--- config.mk ---
export PLATFORM = sky130hd
export DESIGN_NAME = soa_ctrl
export DESIGN_NICKNAME = d
export VERILOG_FILES = /design/src/rtl/core/soa_pkg.sv /design/src/rtl/core/soa_ctrl.sv
export SDC_FILE = /design/constraint.sdc
export NUM_CORES = 1
export LEC_CHECK = 0
export ABC_CLOCK_PERIOD_IN_PS = 960
export BUFFER_PORTS_ARGS = -buffer_cell sky130_fd_sc_hd__buf_2
export CAP_MARGIN = 0
export CORE_AREA = 2 2 39 41
export CTS_CLUSTER_SIZE = 12
export DETAILED_ROUTE_END_ITERATION = 16
export DIE_AREA = 0 0 41 43
export GPL_ROUTABILITY_DRIVEN = 0
export SYNTH_ARGS = -nofsm -noshare
export SYNTH_HDL_FRONTEND = slang
export SYNTH_SLANG_ARGS = --single-unit
--- constraint.sdc ---
create_clock -name clk_i -period 0.96 [get_ports clk_i]
set_input_delay 0.048 -clock clk_i [delete_from_list [all_inputs] [get_ports clk_i]]
set_output_delay 0.048 -clock clk_i [all_outputs]
set_load 0.03 [all_outputs]
--- src/rtl/core/soa_pkg.sv ---
package soa_pkg;

  typedef enum logic [1:0] {
    REQ_TICK  = 2'd0,
    REQ_ALLOC = 2'd1,
    REQ_FREE  = 2'd2
  } req_e;

  typedef enum logic [1:0] {
    STS_OK    = 2'd0,
    STS_RANGE = 2'd1,
    STS_FULL  = 2'd2
  } status_e;

  typedef enum logic [1:0] {
    S_IDLE,
    S_SCAN,
    S_FINISH
  } ctl_state_e;

  // controller to datapath
  typedef struct packed {
    logic in_ready;
    logic scan_run;
    logic commit;
  } cmd_t;

  // datapath to controller
  typedef struct packed {
    logic in_valid;
    logic in_alloc;
    logic scan_done;
    logic out_free;
  } sts_t;

endpackage

--- src/rtl/core/soa_ctrl.sv ---
module soa_ctrl (
  input  logic          clk_i,
  input  logic          rst_ni,
  input  soa_pkg::sts_t sts_i,
  output soa_pkg::cmd_t cmd_o
);

  soa_pkg::ctl_state_e state_q, state_d;

  always_ff @(posedge clk_i or negedge rst_ni) begin
    if (!rst_ni) begin
      state_q <= soa_pkg::S_IDLE;
    end else begin
      state_q <= state_d;
    end
  end

  always_comb begin
    state_d = state_q;
    cmd_o   = '0;
    unique case (state_q)
      soa_pkg::S_IDLE: begin
        cmd_o.in_ready = 1'b1;
        if (sts_i.in_valid) begin
          state_d = sts_i.in_alloc ? soa_pkg::S_SCAN : soa_pkg::S_FINISH;
        end
      end
      soa_pkg::S_SCAN: begin
        cmd_o.scan_run = 1'b1;
        if (sts_i.scan_done) begin
          state_d = soa_pkg::S_FINISH;
        end
      end
      soa_pkg::S_FINISH: begin
        // wait until the output register can take the result beat
        if (sts_i.out_free) begin
          cmd_o.commit = 1'b1;
          state_d      = soa_pkg::S_IDLE;
        end
      end
      default: begin
        state_d = soa_pkg::S_IDLE;
      end
    endcase
  end

endmodule

==> impl_metrics.ini <==
[critical_path]
end_kind = output port
worst-path-max-fanout = 3
crit_path_end = cmd_o[1]
crit_type = flop to output port
r2r-start = state_q[0]
arrival_ns = 1.04
r2r_cells = 3
worstSetupStartpoint = state_q[0]
regToRegSetupSlack_ns = -0.12
r2r_end = state_q[1]
worst_setup_path_start_kind = flop
cp.required_ns = 0.91

[floorplan]
dieArea_um2 = 1760
initial_utilization_pct = 8.68
core_um2 = 1380
die_h_um = 43
pin_count = 9
fp.dieW_um = 41
rows = 14

[finish]
reg_top3 = state_q x2
largest_reg_flops = 2
syn2layout_area_growth_pct = 118
drive_gt1_share_pct = 66.7
fin_nets = 35
largest-register = state_q
n_antenna_cell = 0

[yosys]
synth_seq_area_share_pct = 41.7
synthSimpleGateAreaFrac_pct = 36.5
yosys.area.top_type = dfrtp_1
synth-xor-area-share_pct = 0
synth-main-ff-cell = dfrtp_1
ys_types = 10
synthesis.nets = 18
synth-adder-area-share_pct = 0
syn-cell-area_um2 = 120
synthMuxAreaShare_pct = 0
synth_commonest_cells = a21oi_1 (2), dfrtp_1 (2)
yosysWarningCount = 0
synth_top_area_share_pct = 41.7
synth_top_family_by_area = simple AND/OR/NAND/NOR gates
avgSynthCellArea_um2 = 10.0
syn-instance-count = 12
synth_compound_gate_area_share_pct = 21.9
async_flop_share_pct = 100
yosys-top-cells-area = dfrtp_1 (42%), a21oi_1 (8.3%), and3b_2 (8.3%), a21oi_2 (7.3%), or3b_1 (7.3%)
synth-seq-cells = 2
synth_edf_count = 0

[timing]
period_share_pct = 113
setup_ws_ns = -0.127
rsz0062_at_grt = yes
drv_slew = 0
min_period_ns = 1.09
skew_ns = 0.00273
final_hold_viol_count = 0
setup_viol = 4
worst_pin_slew_ns = 0.164
tns_ns = -0.364
fmax_mhz = 920
slew_headroom_pct = 89.1

[drt]
drc = 0
post_drt_wl_per_cell_um = 7.30
via_per_inst = 3.33
wl_um = 314
first_pass_iters = 2
drt_iter0_markers = 2
ant_nets = 0
vias = 143

[global_routing]
grt_pass1_wl_um = 503
grt_overflow = 0
grt.total_usage_pct = 5.22
antenna_found_initial = 0
grt_pass1_vias = 139
grt_max_degree = 6

[clocking]
cts_buffers = 3
clk_pin_slew_worst_paths_ns = 0.03
ctsLongestPathBuffers = 2
cts-root-buf = clkbuf_4
insertion_delay_ns = 0.23
cts_sinks = 2
h-tree-depth = 1
cts_tree = built

[job]
drv_cap = 0

[status]
status = complete, but fails checks
violations = setup timing

[pwr]
clock_power_share_pct = 24.5
p_leak_nw = 0.121
p_per_area_nw_per_um2 = 2920
switchingPower_mw = 0.289
seq_power_share_pct = 20.1
comb_power_share_pct = 55.4
intPower_mw = 0.475
vdd_drop_max_mv = 0.663
swShare_pct = 37.8

[placement]
dp_slack_ns = -0.0133
portBuffers = 8

[min_path]
min_path_type = primary input to flop
==> power groups by stage <==
stage | clock network, mW | registers, mW | logic (mW)
after global routing | 0.201 | 0.158 | 0.467
after CTS | 0.198 | 0.142 | 0.377
after detailed placement | 0 | 0.165 | 0.268
final | 0.187 | 0.154 | 0.423
after global placement | 0 | 0.162 | 0.267
after floorplan | 0 | 0.154 | 0.194
==> through the flow <==
step | cells | instance area (um2) | utilization (%) | hold WS (ns) | total power [mW]
global placement | 37 | 188 | 13.6 | -0.163 | 0.428
finish | 43 | 262 | 18.9 | 0.0934 | 0.764
global route | 43 | 262 | 18.9 | 0.105 | 0.825
floorplan | 12 | 120 | - | -0.248 | 0.348
detailed placement | 37 | 188 | 13.6 | -0.165 | 0.433
CTS | 43 | 246 | 17.8 | 0.0865 | 0.716
==> cell type report <==
type / count / area (um2)
multi-input cells: 10 / 81.3
flip-flops and latches: 2 / 50.0
fillers: 143 / 1120
repair buffers: 12 / 87.6
well taps: 16 / 20.0
clock buffers: 3 / 22.5
==> repair_timing <==
item,CTS,global route
setup buffers,2,0
endpoints found under the hold margin,2,0
endpoints found under the setup margin,4,5
pin swaps,1,0
gates resized for setup,4,4
hold buffers,1,0
==> worst max-delay path, stage by stage (launching register included) <==
cell and delay (ns):
dfrtp_1 0.38, buf_4 0.15, nor2b_1 0.12, buf_4 0.17
==> how the worst min path moves through the flow <==
stage | from | endpoint | slack [ns] | cells past startpoint
5_1_grt | sts_i[1] | state_q[0] | 0.11 | 3
3_3_place_gp | rst_ni | state_q[1] | -0.16 | 1
2_1_floorplan | rst_ni | state_q[0] | -0.25 | 0
4_1_cts | sts_i[1] | state_q[0] | 0.09 | 3
3_5_place_dp | rst_ni | state_q[0] | -0.17 | 1
6_report | sts_i[1] | state_q[0] | 0.09 | 3
==> cell usage in the layout, fill, tap and decap left out <==
master and n:
or3b_1 1, o21a_1 1, a21oi_1 1, buf_4 4
buf_6 2, and3b_2 1, nor2b_1 1, buf_2 5
dlygate4sd3_1 1, or2b_1 1, nor2_4 1, nand3b_1 1
dfrtp_1 2, a21oi_2 2, clkbuf_4 3
==> cell families (layout without fill, tap and decap cells) <==
family,count (synthesis),count (layout)
AOI/OAI and AO/OA,4,4
buffers and inverters,0,15
DFF,2,2
and+or+nand+nor,6,6
==> per-layer routing <==
metal  part of all wire, %  vias up  GRT usage [%]
met4                   6.1        0           8.00
li1                      -       73              -
met5                     0        -              0
met2                    31       12           4.06
met1                    52       56           5.77
met3                    11        2           4.71
(Power assumes the default switching activity.)
